--- src/hdl/goertzel_tone_detector_core_defines.svh ---
// ============================================================================
// Goertzel tone detector assertion macros
// Shared concurrent assertion forms, clocked on clk and disabled in reset.
// ============================================================================
`ifndef GOERTZEL_TONE_DETECTOR_CORE_DEFINES_SVH
`define GOERTZEL_TONE_DETECTOR_CORE_DEFINES_SVH

// Condition and consequence in the same cycle.
`define GTD_ASSERT_SAME(label, ante, cons, msg) \
    label: assert property (@(posedge clk) disable iff (!rst_n) (ante) |-> (cons)) \
        else $error(msg);

// Consequence in the cycle after the condition.
`define GTD_ASSERT_NEXT(label, ante, cons, msg) \
    label: assert property (@(posedge clk) disable iff (!rst_n) (ante) |=> (cons)) \
        else $error(msg);

`endif

--- src/hdl/gtd_pkg.sv ---
// ============================================================================
// Goertzel tone detector package
// Shared types, register indexes and constants of the detector.
// ============================================================================
package gtd_pkg;

    localparam int SAMPLE_W   = 16;
    localparam int BLEN_W     = 10;
    localparam int COEF_W     = 16;
    localparam int THR_W      = 15;
    localparam int ENERGY_W   = 31;
    localparam int NORM_EXP_W = 5;
    localparam int CFG_IDX_W  = 2;
    localparam int CFG_DATA_W = 16;
    localparam int OUT_DATA_W = 64;

    // Configuration register indexes.
    localparam logic [CFG_IDX_W-1:0] REG_BLOCK_LENGTH     = 2'd0;
    localparam logic [CFG_IDX_W-1:0] REG_COS_COEFF        = 2'd1;
    localparam logic [CFG_IDX_W-1:0] REG_SIN_COEFF        = 2'd2;
    localparam logic [CFG_IDX_W-1:0] REG_DETECT_THRESHOLD = 2'd3;

    // Reset values of the configuration registers.
    localparam logic [BLEN_W-1:0] BLOCK_LENGTH_RST = 10'd205;

    // Input scaling chosen from the block length.
    localparam logic [BLEN_W-1:0] BLEN_SHIFT6_MIN = 10'd64;
    localparam logic [BLEN_W-1:0] BLEN_SHIFT5_MIN = 10'd160;
    localparam logic [2:0]        SCALE_SHORT     = 3'd7;
    localparam logic [2:0]        SCALE_MID       = 3'd6;
    localparam logic [2:0]        SCALE_LONG      = 3'd5;

    typedef enum logic [1:0] {
        ST_NONE   = 2'd0,
        ST_ABSENT = 2'd1,
        ST_TONE   = 2'd2
    } status_t;

    typedef enum logic [3:0] {
        S_IDLE,
        S_MUL_HI,
        S_UPDATE,
        S_ACCUM,
        S_COS_LO,
        S_COS_HI,
        S_SIN_LO,
        S_SIN_HI,
        S_SQ_LL,
        S_SQ_LH,
        S_SQ_HH,
        S_SQ_ADD,
        S_NORM,
        S_THR_MUL,
        S_COMPARE,
        S_OUT
    } seq_state_t;

    typedef struct packed {
        logic [BLEN_W-1:0] block_length;
        logic [COEF_W-1:0] cos_coeff;
        logic [COEF_W-1:0] sin_coeff;
        logic [THR_W-1:0]  detect_threshold;
    } cfg_t;

    typedef struct packed {
        logic                load;
        status_t             status;
        logic [ENERGY_W-1:0] freq_energy;
        logic [ENERGY_W-1:0] time_energy;
    } out_ctl_t;

endpackage

--- src/hdl/gtd_mul.sv ---
// ============================================================================
// Goertzel shared multiplier
// Signed 17x17 multiplier with a registered, 32-bit truncated product.
// ============================================================================
module gtd_mul
    import gtd_pkg::*;
(
    input  logic               clk,
    input  logic signed [16:0] a,
    input  logic signed [16:0] b,
    output logic [31:0]        prod
);

    logic signed [33:0] full;
    logic [31:0]        prod_reg;

    assign full = a * b;
    assign prod = prod_reg;

    always_ff @(posedge clk)
    begin
        prod_reg <= full[31:0];
    end

endmodule

--- src/hdl/gtd_norm.sv ---
// ============================================================================
// Goertzel normalizer
// Shifts a word left one bit per cycle until bit 30 is set, counting shifts.
// ============================================================================
module gtd_norm
    import gtd_pkg::*;
(
    input  logic                  clk,
    input  logic                  start,
    input  logic [31:0]           word_in,
    output logic [31:0]           word,
    output logic [NORM_EXP_W-1:0] expo,
    output logic                  done
);

    logic [31:0]           word_reg, word_next;
    logic [NORM_EXP_W-1:0] exp_reg, exp_next;

    // Zero and negative words are left as they are with exponent zero.
    assign done = (word_reg == 32'd0) || word_reg[31] || word_reg[30];
    assign word = word_reg;
    assign expo = exp_reg;

    always_comb
    begin
        word_next = word_reg;
        exp_next  = exp_reg;
        if (start)
        begin
            word_next = word_in;
            exp_next  = '0;
        end
        else if (!done)
        begin
            word_next = {word_reg[30:0], 1'b0};
            exp_next  = exp_reg + 1'b1;
        end
    end

    always_ff @(posedge clk)
    begin
        word_reg <= word_next;
        exp_reg  <= exp_next;
    end

endmodule

--- src/hdl/gtd_seq.sv ---
// ============================================================================
// Goertzel sequencer
// Runs the recursion, energy sum and block-end decision on one multiplier.
// ============================================================================
`include "goertzel_tone_detector_core_defines.svh"

module gtd_seq
    import gtd_pkg::*;
(
    input  logic                clk,
    input  logic                rst_n,
    input  cfg_t                cfg,
    input  logic                s_tvalid,
    output logic                s_tready,
    input  logic [SAMPLE_W-1:0] sample,
    input  logic                out_free,
    output out_ctl_t            out_ctl
);

    seq_state_t state_reg, state_next;

    logic [SAMPLE_W-1:0] smp_reg, smp_next;
    logic [31:0]         part_reg, part_next;
    logic [31:0]         d1_reg, d1_next;
    logic [31:0]         d2_reg, d2_next;
    logic [BLEN_W-1:0]   count_reg, count_next;
    logic [63:0]         acc_reg, acc_next;
    logic [31:0]         re_reg, re_next;
    logic [31:0]         im_reg, im_next;
    logic [31:0]         t_reg, t_next;
    logic [31:0]         fe_reg, fe_next;
    logic [31:0]         last_fe_reg, last_fe_next;
    logic [31:0]         last_te_reg, last_te_next;
    logic [31:0]         shifted_reg, shifted_next;
    status_t             pend_status_reg, pend_status_next;
    logic                pass_reg, pass_next;

    logic signed [16:0]    mul_a, mul_b;
    logic [31:0]           prod;
    logic                  norm_start;
    logic [31:0]           fe_w, te_w;
    logic [NORM_EXP_W-1:0] fe_exp, te_exp;
    logic                  fe_done, te_done;

    logic [2:0]  scale;
    logic [31:0] scaled;
    logic [63:0] sq_shifted;
    logic [31:0] prod_asr16;
    logic [31:0] mq;
    logic [31:0] sq_x;
    logic [31:0] t_lo, t_mid, sqh, fe_total;
    logic [31:0] nf, nf5, nf_shifted;
    logic [5:0]  diff, neg_diff;
    logic        tone;

    gtd_mul u_mul (
        .clk  (clk),
        .a    (mul_a),
        .b    (mul_b),
        .prod (prod)
    );

    gtd_norm u_norm_fe (
        .clk     (clk),
        .start   (norm_start),
        .word_in (fe_total),
        .word    (fe_w),
        .expo    (fe_exp),
        .done    (fe_done)
    );

    gtd_norm u_norm_te (
        .clk     (clk),
        .start   (norm_start),
        .word_in (acc_reg[63:32]),
        .word    (te_w),
        .expo    (te_exp),
        .done    (te_done)
    );

    always_comb
    begin
        if (cfg.block_length >= BLEN_SHIFT5_MIN)
            scale = SCALE_LONG;
        else if (cfg.block_length >= BLEN_SHIFT6_MIN)
            scale = SCALE_MID;
        else
            scale = SCALE_SHORT;
    end

    assign scaled     = {{16{smp_reg[15]}}, smp_reg} << scale;
    assign sq_shifted = {32'd0, prod} << {scale, 1'b0};

    // The low partial product keeps only its upper half, sign extended.
    assign prod_asr16 = {{16{prod[31]}}, prod[31:16]};
    assign mq         = prod + part_reg;

    assign sq_x     = pass_reg ? im_reg : re_reg;
    assign t_lo     = {16'd0, prod[31:16]};
    assign t_mid    = {prod[30:0], 1'b0} + t_reg;
    assign sqh      = {{16{t_reg[31]}}, t_reg[31:16]} + prod;
    assign fe_total = pass_reg ? (fe_reg + sqh) : sqh;

    assign nf       = {{16{fe_w[31]}}, fe_w[31:16]};
    assign nf5      = {nf[29:0], 2'b00} + nf;
    assign diff     = {1'b0, te_exp} - {1'b0, fe_exp};
    assign neg_diff = 6'd0 - diff;
    assign nf_shifted = diff[5] ? 32'($signed(nf5) >>> neg_diff[4:0])
                                : (nf5 << diff[4:0]);

    assign tone = $signed(prod) < $signed(shifted_reg);

    assign s_tready = (state_reg == S_IDLE);

    // Multiplier operands for the step in progress.
    always_comb
    begin
        mul_a = '0;
        mul_b = '0;
        case (state_reg)
            S_IDLE:
            begin
                mul_a = {cfg.cos_coeff[15], cfg.cos_coeff};
                mul_b = {1'b0, d1_reg[15:0]};
            end
            S_MUL_HI:
            begin
                mul_a = {cfg.cos_coeff[15], cfg.cos_coeff};
                mul_b = {d1_reg[31], d1_reg[31:16]};
            end
            S_UPDATE:
            begin
                mul_a = {smp_reg[15], smp_reg};
                mul_b = {smp_reg[15], smp_reg};
            end
            S_COS_LO:
            begin
                mul_a = {cfg.cos_coeff[15], cfg.cos_coeff};
                mul_b = {1'b0, d2_reg[15:0]};
            end
            S_COS_HI:
            begin
                mul_a = {cfg.cos_coeff[15], cfg.cos_coeff};
                mul_b = {d2_reg[31], d2_reg[31:16]};
            end
            S_SIN_LO:
            begin
                mul_a = {cfg.sin_coeff[15], cfg.sin_coeff};
                mul_b = {1'b0, d2_reg[15:0]};
            end
            S_SIN_HI:
            begin
                mul_a = {cfg.sin_coeff[15], cfg.sin_coeff};
                mul_b = {d2_reg[31], d2_reg[31:16]};
            end
            S_SQ_LL:
            begin
                mul_a = {1'b0, sq_x[15:0]};
                mul_b = {1'b0, sq_x[15:0]};
            end
            S_SQ_LH:
            begin
                mul_a = {1'b0, sq_x[15:0]};
                mul_b = {sq_x[31], sq_x[31:16]};
            end
            S_SQ_HH:
            begin
                mul_a = {sq_x[31], sq_x[31:16]};
                mul_b = {sq_x[31], sq_x[31:16]};
            end
            S_THR_MUL:
            begin
                mul_a = {2'b00, cfg.detect_threshold};
                mul_b = {te_w[31], te_w[31:16]};
            end
            default:
            begin
                mul_a = '0;
                mul_b = '0;
            end
        endcase
    end

    always_comb
    begin
        state_next       = state_reg;
        smp_next         = smp_reg;
        part_next        = part_reg;
        d1_next          = d1_reg;
        d2_next          = d2_reg;
        count_next       = count_reg;
        acc_next         = acc_reg;
        re_next          = re_reg;
        im_next          = im_reg;
        t_next           = t_reg;
        fe_next          = fe_reg;
        last_fe_next     = last_fe_reg;
        last_te_next     = last_te_reg;
        shifted_next     = shifted_reg;
        pend_status_next = pend_status_reg;
        pass_next        = pass_reg;
        norm_start       = 1'b0;
        out_ctl.load        = 1'b0;
        out_ctl.status      = pend_status_reg;
        out_ctl.freq_energy = last_fe_reg[ENERGY_W-1:0];
        out_ctl.time_energy = last_te_reg[ENERGY_W-1:0];

        case (state_reg)
            S_IDLE:
            begin
                if (s_tvalid)
                begin
                    smp_next   = sample;
                    state_next = S_MUL_HI;
                end
            end
            S_MUL_HI:
            begin
                part_next  = prod_asr16;
                state_next = S_UPDATE;
            end
            S_UPDATE:
            begin
                d1_next    = {mq[29:0], 2'b00} + scaled - d2_reg;
                d2_next    = d1_reg;
                count_next = count_reg + 1'b1;
                state_next = S_ACCUM;
            end
            S_ACCUM:
            begin
                acc_next = acc_reg + sq_shifted;
                if (count_reg >= cfg.block_length)
                begin
                    state_next = S_COS_LO;
                end
                else if (out_free)
                begin
                    out_ctl.load   = 1'b1;
                    out_ctl.status = ST_NONE;
                    state_next     = S_IDLE;
                end
                else
                begin
                    pend_status_next = ST_NONE;
                    state_next       = S_OUT;
                end
            end
            S_COS_LO:
            begin
                pass_next  = 1'b0;
                state_next = S_COS_HI;
            end
            S_COS_HI:
            begin
                part_next  = prod_asr16;
                state_next = S_SIN_LO;
            end
            S_SIN_LO:
            begin
                re_next    = {mq[30:0], 1'b0} - d1_reg;
                state_next = S_SIN_HI;
            end
            S_SIN_HI:
            begin
                part_next  = prod_asr16;
                state_next = S_SQ_LL;
            end
            S_SQ_LL:
            begin
                // On the first pass the sine product finishes here.
                if (!pass_reg)
                    im_next = {mq[30:0], 1'b0};
                state_next = S_SQ_LH;
            end
            S_SQ_LH:
            begin
                t_next     = t_lo;
                state_next = S_SQ_HH;
            end
            S_SQ_HH:
            begin
                t_next     = t_mid;
                state_next = S_SQ_ADD;
            end
            S_SQ_ADD:
            begin
                fe_next = fe_total;
                if (!pass_reg)
                begin
                    pass_next  = 1'b1;
                    state_next = S_SQ_LL;
                end
                else
                begin
                    norm_start = 1'b1;
                    state_next = S_NORM;
                end
            end
            S_NORM:
            begin
                if (fe_done && te_done)
                    state_next = S_THR_MUL;
            end
            S_THR_MUL:
            begin
                shifted_next = nf_shifted;
                state_next   = S_COMPARE;
            end
            S_COMPARE:
            begin
                pend_status_next = tone ? ST_TONE : ST_ABSENT;
                last_fe_next     = fe_reg;
                last_te_next     = acc_reg[63:32];
                acc_next         = '0;
                d1_next          = '0;
                d2_next          = '0;
                count_next       = '0;
                state_next       = S_OUT;
            end
            S_OUT:
            begin
                if (out_free)
                begin
                    out_ctl.load = 1'b1;
                    state_next   = S_IDLE;
                end
            end
            default:
            begin
                state_next = S_IDLE;
            end
        endcase
    end

    always_ff @(posedge clk or negedge rst_n)
    begin
        if (!rst_n)
        begin
            state_reg       <= S_IDLE;
            d1_reg          <= '0;
            d2_reg          <= '0;
            count_reg       <= '0;
            acc_reg         <= '0;
            last_fe_reg     <= '0;
            last_te_reg     <= '0;
            pend_status_reg <= ST_NONE;
            pass_reg        <= 1'b0;
        end
        else
        begin
            state_reg       <= state_next;
            d1_reg          <= d1_next;
            d2_reg          <= d2_next;
            count_reg       <= count_next;
            acc_reg         <= acc_next;
            last_fe_reg     <= last_fe_next;
            last_te_reg     <= last_te_next;
            pend_status_reg <= pend_status_next;
            pass_reg        <= pass_next;
        end
    end

    always_ff @(posedge clk)
    begin
        smp_reg     <= smp_next;
        part_reg    <= part_next;
        re_reg      <= re_next;
        im_reg      <= im_next;
        t_reg       <= t_next;
        fe_reg      <= fe_next;
        shifted_reg <= shifted_next;
    end

    `GTD_ASSERT_NEXT(a_decision_made, (state_reg == S_COMPARE), (pend_status_reg == ST_ABSENT || pend_status_reg == ST_TONE), "block end without a decision")
    `GTD_ASSERT_NEXT(a_block_cleared, (state_reg == S_COMPARE), (acc_reg == 64'd0 && d1_reg == 32'd0 && d2_reg == 32'd0 && count_reg == '0), "block state not cleared")
    `GTD_ASSERT_SAME(a_load_when_free, out_ctl.load, out_free, "result word loaded over a pending word")

endmodule

--- src/hdl/goertzel_tone_detector_core.sv ---
// ============================================================================
// Goertzel tone detector core
// An ordinary sample goes through S_MUL_HI, S_UPDATE and S_ACCUM to its result
// word; a new sample is taken only back in S_IDLE, since all steps share one
// multiplier. A block-ending sample adds the block-end math states and the
// normalization, one shift per cycle, before its result word.
// Reset (rst_n, asynchronous) clears the block state and restores the registers.
// ============================================================================
module goertzel_tone_detector_core
    import gtd_pkg::*;
(
    input  logic                  clk,
    input  logic                  rst_n,
    input  logic                  s_tvalid,
    output logic                  s_tready,
    input  logic [SAMPLE_W-1:0]   s_tdata,   // [15:0] sample
    output logic                  m_tvalid,
    input  logic                  m_tready,
    output logic [OUT_DATA_W-1:0] m_tdata,   // [1:0] status, [32:2] freq_energy,
                                             // [63:33] time_energy
    input  logic                  cfg_we,
    input  logic [CFG_IDX_W-1:0]  cfg_index,
    input  logic [CFG_DATA_W-1:0] cfg_data
);

    cfg_t     cfg_reg, cfg_next;
    out_ctl_t out_ctl;
    logic     out_free;

    logic                  m_tvalid_reg, m_tvalid_next;
    logic [OUT_DATA_W-1:0] m_tdata_reg, m_tdata_next;

    assign out_free = !m_tvalid_reg || m_tready;
    assign m_tvalid = m_tvalid_reg;
    assign m_tdata  = m_tdata_reg;

    gtd_seq u_seq (
        .clk      (clk),
        .rst_n    (rst_n),
        .cfg      (cfg_reg),
        .s_tvalid (s_tvalid),
        .s_tready (s_tready),
        .sample   (s_tdata),
        .out_free (out_free),
        .out_ctl  (out_ctl)
    );

    always_comb
    begin
        cfg_next = cfg_reg;
        if (cfg_we)
        begin
            case (cfg_index)
                REG_BLOCK_LENGTH:     cfg_next.block_length     = cfg_data[BLEN_W-1:0];
                REG_COS_COEFF:        cfg_next.cos_coeff        = cfg_data[COEF_W-1:0];
                REG_SIN_COEFF:        cfg_next.sin_coeff        = cfg_data[COEF_W-1:0];
                REG_DETECT_THRESHOLD: cfg_next.detect_threshold = cfg_data[THR_W-1:0];
                default:              cfg_next = cfg_reg;
            endcase
        end
    end

    always_comb
    begin
        m_tvalid_next = m_tvalid_reg;
        m_tdata_next  = m_tdata_reg;
        if (out_ctl.load)
        begin
            m_tvalid_next = 1'b1;
            m_tdata_next  = {out_ctl.time_energy, out_ctl.freq_energy, out_ctl.status};
        end
        else if (m_tready)
        begin
            m_tvalid_next = 1'b0;
        end
    end

    always_ff @(posedge clk or negedge rst_n)
    begin
        if (!rst_n)
        begin
            cfg_reg.block_length     <= BLOCK_LENGTH_RST;
            cfg_reg.cos_coeff        <= '0;
            cfg_reg.sin_coeff        <= '0;
            cfg_reg.detect_threshold <= '0;
            m_tvalid_reg             <= 1'b0;
        end
        else
        begin
            cfg_reg      <= cfg_next;
            m_tvalid_reg <= m_tvalid_next;
        end
    end

    always_ff @(posedge clk)
    begin
        m_tdata_reg <= m_tdata_next;
    end

endmodule

--- config.mk ---
export PLATFORM = sky130hd
export DESIGN_NAME = goertzel_tone_detector_core
export DESIGN_NICKNAME = d
export VERILOG_FILES = /design/src/hdl/gtd_pkg.sv /design/src/hdl/gtd_mul.sv /design/src/hdl/gtd_norm.sv /design/src/hdl/gtd_seq.sv /design/src/hdl/goertzel_tone_detector_core.sv
export VERILOG_INCLUDE_DIRS = /design/src /design/src/hdl
export SDC_FILE = /design/constraint.sdc
export NUM_CORES = 2
export LEC_CHECK = 0
export ABC_AREA = 1
export BUFFER_PORTS_ARGS = -buffer_cell sky130_fd_sc_hd__buf_2
export CORE_MARGIN = 3
export CORE_UTILIZATION = 50
export DETAILED_ROUTE_END_ITERATION = 10
export GPL_TIMING_DRIVEN = 0
export PLACE_DENSITY_LB_ADDON = 0.12
export SKIP_LAST_GASP = 1
export SLEW_MARGIN = 20
export SYNTH_ARGS = -nofsm -noshare
export SYNTH_HDL_FRONTEND = slang
export SYNTH_SLANG_ARGS = --single-unit
--- constraint.sdc ---
create_clock -name clk -period 8.5 [get_ports clk]
set_input_delay 1.275 -clock clk [delete_from_list [all_inputs] [get_ports clk]]
set_output_delay 1.275 -clock clk [all_outputs]
set_load 0.02 [all_outputs]
# Word-level counts from Yosys, hierarchy flattened
# Cells that the tools add are included.
dict set report word_totals {
  output_inout_bits 66
  wordCells 144
  input_bits 39
  register_bits 626
}
dict set report classes {
  bitwise_logic 1
  reduce_logical 31
  addsub 14
  n_lt_le_gt_ge 4
  muxes 37
  n_eq_ne 25
  mul 1
  shift 4
}
# operator count
set op_table {}
lappend op_table {{32-bit two-way mux} 7}
lappend op_table {{32-bit case mux with 2 select lines} 3}
lappend op_table {{17-bit case mux with 8 select lines} 1}
lappend op_table {{32-bit adder} 4}
lappend op_table {{64-bit case mux with 2 select lines} 1}
lappend op_table {{17-bit case mux with 6 select lines} 1}
lappend op_table {{64-bit adder} 1}
lappend op_table {{32-bit logical NOT} 2}
lappend op_table {{4-bit case mux with 16 select lines} 1}
lappend op_table {{32-bit by 4-bit left shift with 64-bit output} 1}
lappend op_table {{32-bit subtractor} 2}
lappend op_table {{4-bit == test, second input constant} 8}
lappend op_table {{32-bit < comparator} 1}
lappend op_table {{17-bit by 17-bit multiplier with 32-bit output} 1}
lappend op_table {{32-bit by 3-bit left shift with 32-bit output} 1}
lappend op_table {{32-bit by 5-bit left shift with 32-bit output} 1}
lappend op_table {{32-bit by 5-bit >>> shifter with 32-bit output} 1}
lappend op_table {{31-bit adder} 1}
lappend op_table {{4-bit two-way mux} 5}
lappend op_table {{10-bit case mux with 2 select lines} 1}
lappend op_table {{18-bit by 16-bit adder with 19-bit output} 1}
lappend op_table {{4-bit by 3-bit == test with 1-bit output, second input constant} 4}
lappend op_table {{2-bit AND reduction} 6}
lappend op_table {{10-bit by 1-bit adder with 10-bit output, second input constant} 1}
lappend op_table {{28 further kinds} 61}

# Logic depth before layout (Yosys ltp)
dict set report depth {
  word_depth 7
  depth_mapped 35
  depth_no_buf 34
}

# Cells and area by module
# A second synthesis with hierarchy kept.
dict set report hier_totals {
  cells_unflattened 6955
  hier_area_um2 53672.7
}
# mod seq_area_each_um2 instances cells_per_inst area_per_inst_um2
set modules_own_cells {}
lappend modules_own_cells {gtd_seq 10685.2 1 4630 33490.9}
lappend modules_own_cells {gtd_mul 640.6 1 1578 12156.7}
lappend modules_own_cells {goertzel_tone_detector_core 3379.5 1 325 4474.3}
lappend modules_own_cells {gtd_norm 1061.0 2 211 1775.5}

# Worst setup path before layout
# No wires, ideal clock.
dict set report synth_path {
  path_type {register to register}
  start {register u_seq.state_reg[1]}
  end {register u_seq.u_mul.prod_reg[22], in the netlist u_seq.u_mul.prod[22]}
  setup_ns 0.072
  period_less_slack_ns 6.875
  required_time_ns 8.428
  path_stages_with_launch 27
  n_path_buf 3
  path_slack_ns 1.625
  arrival_time_ns 6.804
  cell_sequence {dfrtp_1 nor2_2 nand2_1 inv_1 buf_2 buf_2 a221oi_1 nand2_1 buf_2 nand2_1 fa_1 inv_1 fa_1 inv_1 fa_1 inv_1 fa_1 fa_1 fa_1 ha_1 nand2_1 nor4_1 a21oi_1 o21ai_0 a21boi_0 o21ai_0 xor2_1}
}
dict set report synth_via {
  elab_chain_len 4
  elab_cells_between_ends 20
  classes_between {mul: 1; eq/ne: 10; mux: 2; reduce/logical: 7}
}
# element line
set synth_lines {}
lappend synth_lines {{from (decl)} gtd_seq.sv:20} ;# seq_state_t state_reg, state_next;
lappend synth_lines {{from (signal assigned)} gtd_seq.sv:351} ;# state_reg <= state_next;
lappend synth_lines {{4-bit by 1-bit == test with 1-bit output (tied with other cells)} gtd_seq.sv:120} ;# case (state_reg)
lappend synth_lines {{4-bit OR reduction (no source line) or 2-bit OR reduction (tied branches)} --}
lappend synth_lines {{17-bit case mux with 6 select lines or 17-bit case mux with 8 select lines (tied branches)} gtd_seq.sv:120}
lappend synth_lines {{17-bit by 17-bit multiplier with 32-bit output (*)} gtd_mul.sv:17} ;# assign full = a * b;
lappend synth_lines {{named net u_seq.u_mul.full[22]} gtd_mul.sv:14} ;# logic signed [33:0] full;
lappend synth_lines {{to (signal assigned)} gtd_mul.sv:22} ;# prod_reg <= full[31:0];
lappend synth_lines {{to (decl)} gtd_mul.sv:15} ;# logic [31:0] prod_reg;
# The timed path passes the listed nets; every way through them passes the cells marked *.
# A chain may end at the register's enable or synchronous reset.

# Worst setup path in the final report
dict set report layout_path {
  start {register u_seq.state_reg[0]}
  end {register u_seq.u_mul.prod_reg[31], in the netlist u_seq.u_mul.prod[31]}
}
# The elaborated chain is that of the path after synthesis.

==> flow_summary.toml <==
[outcome]
run_status = "complete, no violations"

[clocking]
clock_latency_ps = 710
clk_pin_slew_worst_paths_ps = 70
h-tree-depth = 3
cts_tree = "yes"
cts-root-buf = "clkbuf_16"
cts_hold_buf = 0
cts-buffers-inserted = 75
clock-sinks = 617
clk_path_buf_depth = 3

[timing]
timing.fmax_mhz = 122.2
finalSetupTns_ps = 0
rsz0062_at_grt = "no"
hold_violations = 0
setup_viol = 0
tightestPinTransition_ps = 1173
fin_crit_sh_pct = 96.28
finalClockSkew_ps = 66.33
min_period_ps = 8184
drv_slew = 0
hold_ws_ps = 440.4
relSlewSlack_pct = 21.79

[synthesis]
ys.warnings.count = 0
synth_area_um2 = 52360
synth_top_family_by_area = "simple AND/OR/NAND/NOR gates"
synth_fa_ha_area_share_pct = 20.96
synth_compound_area_share_pct = 13.63
synthTopCellsByCount = "1753 x nand2_1, 1085 x inv_1, 471 x o21ai_0"
synth-xor-area-share_pct = 2.693
synthFlopType = "edfxtp_1"
synth.avg_cell_area_um2 = 7.827
yosysMostFrequentCell = "nand2_1"
synthArstFlopShare_pct = 41.65
yosys.area.top_type = "edfxtp_1"
ys_seq_elements = 617
synth_area_leaders = "edfxtp_1 18%, nand2_1 13%, fa_1 12%, dfrtp_1 12%, ha_1 8.8%"
synth_top_area_share_pct = 18.24
synth_cell_types = 72
synthMuxAreaShare_pct = 0.01912
synth-simple-area-share_pct = 21.15
seq_area_frac_synth_pct = 32.14
synth_edf_count = 318
syn_inst = 6689

[grt]
grt-ovfl-total = 0
grt_max_degree = 90
grt_pass1_vias = 45550
antenna_found_initial = 4
grt_pass1_wl_um = 285000
track_usage_pct = 35.17

[place]
placed_cells = 8191
dp_hpwl_um = 156200
port_buffers = 104
gp_congestion = 1.036
placed_cell_area_um2 = 54980

[setup_path]
regToRegSetupSlack_ps = 320
cp.required_ps = 9120
arrival_ps = 8800
worst_path_most_repeated_cell = "inv_1"
slowest_stage = "fa_2"
regToRegStartpoint = "u_seq.state_reg[0]"
critPathKind = "reg -> reg"
worst_r2r_endpoint = "u_seq.u_mul.prod[31]"
worst_setup_path_start_kind = "register"
endpoint_kind = "register"
critPathMaxFanout = 10
slowest_delay_ps = 670
rr_worst_depth = 32

[worst_hold_path]
min_path_type = "reg -> reg"
hold_start = "u_seq.last_fe_reg[13]"
hold_path_depth = 0
holdPathEnd = "m_tdata[15]"

[final_layout]
final.fill_count = 10010
postLayoutCellArea_um2 = 57700
area_delta_synth_final_pct = 10.21
largest_reg_flops = 64
finalNetCount = 7617
drive_gt1_share_pct = 5.953
final_cells = 8334
num_antenna_cells = 0

[die]
core_region_area_um2 = 103600
fp.dieArea_um2 = 108600
start_util_pct = 50.51
rows = 118
io_pins = 105
die_w_um = 329.6
die_y_um = 329.6

[route]
drt_iter0_drc = 5340
totalWireLength_um = 192300
drcViolationCount = 0
vias_per_cell = 5.747
avgRoutedWirePerCell_um = 23.08
dr.pass1.iters = 6
ant_nets = 0
via_count = 47890

[flow_run]
cap_violations = 0
==> metal layers <==
metal	wire, um	track usage, %	vias up	part of all wire, %
li1	-	-	22300	-
met1	83710	49.92	23120	44
met2	83260	53.36	2079	43
met3	17490	7.131	396	9.1
met4	7867	12.65	4	4.1
met5	22	0.04437	-	0.011
==> per-stage QoR <==
stage / worst slack [ps] / utilization, %
CTS: -109.3 / 55.58
finish: 316.4 / 55.67
detailed placement: -160.2 / 53.05
floorplan: 1625 / -
global route: 5.913 / 55.67
global placement: -576.2 / 52.69
==> worst max-delay path: cells and delay by family (launching register included) <==
kind	cells	cell delay, ps
AOI/OAI and AO/OA	2	330
adders and majority gates	7	3680
buffers and inverters	12	1450
and+or+nand+nor	11	2210
DFF	1	380
==> kinds of logic (layout without fill, tap and decap cells) <==
| kind of cell | after synthesis | in the layout |
|---|---|---|
| fa+ha+maj | 687 | 687 |
| compound gates | 1247 | 1247 |
| flops | 617 | 617 |
| mux | 1 | 1 |
| xor+xnor | 161 | 161 |
| buf+inv | 1282 | 1544 |
| other cells | 1 | 4 |
| simple gates | 2693 | 2693 |
==> worst max-delay path by stage <==
stage | depth (start not counted) | start | end | slack (ps)
4_1_cts | 27 | u_seq.pass_reg | u_seq.u_mul.prod[31] | -110
3_5_place_dp | 29 | u_seq.pass_reg | u_seq.u_mul.prod[27] | -160
3_3_place_gp | 3 | m_tready | m_tdata[25] | -580
5_1_grt | 32 | u_seq.state_reg[0] | u_seq.u_mul.prod[31] | 6
2_1_floorplan | 26 | u_seq.state_reg[1] | u_seq.u_mul.prod[22] | 1620
6_report | 32 | u_seq.state_reg[0] | u_seq.u_mul.prod[31] | 320
==> placed cells by master (no fill, tap or decap), types with 9 or more instances in the layout <==
cell type / instances
dfxtp_1: 42
nor2_1: 397
nand4_1: 46
o21ai_1: 19
xor2_1: 105
or2_2: 24
a21boi_0: 14
fa_1: 316
a31oi_1: 32
ha_1: 370
dfrtp_1: 251
o221ai_1: 26
and2_1: 12
o21ai_0: 469
inv_1: 1085
clkbuf_1: 108
nand3_1: 315
o21a_1: 18
clkbuf_16: 79
buf_1: 16
a221oi_1: 34
edfxtp_1: 318
buf_2: 153
o211ai_1: 28
o22ai_1: 78
a21oi_1: 422
nor3_1: 61
nand2_1: 1747
clkbuf_8: 9
clkinv_2: 10
and3_1: 12
o31ai_1: 10
inv_2: 18
nor4_1: 23
o21bai_1: 34
xnor2_1: 56
buf_4: 15
nand3b_1: 12
a21o_1: 24
nand2_2: 13
==> timing repair <==
item                                    CTS  global route
endpoints found under the setup margin    4            11
buffers inserted                          2             1
pin swaps                                 1             2
gates resized for setup                   1            29
==> final cells by class <==
cell class,instances,area [um^2],area share [%]
repair buffers,122,849.6,1.472
inverters,1107,4158,7.206
well taps,1380,1727,2.992
clock buffers,103,2157,3.738
flip-flops and latches,617,16830,29.17
multi-input cells,4793,30750,53.29
plain buffers,175,778.2,1.349
clock inverters,37,452.9,0.7850
Power is not shown: default switching activity piles up to over one toggle a cycle in this logic, so the estimate is an artifact.
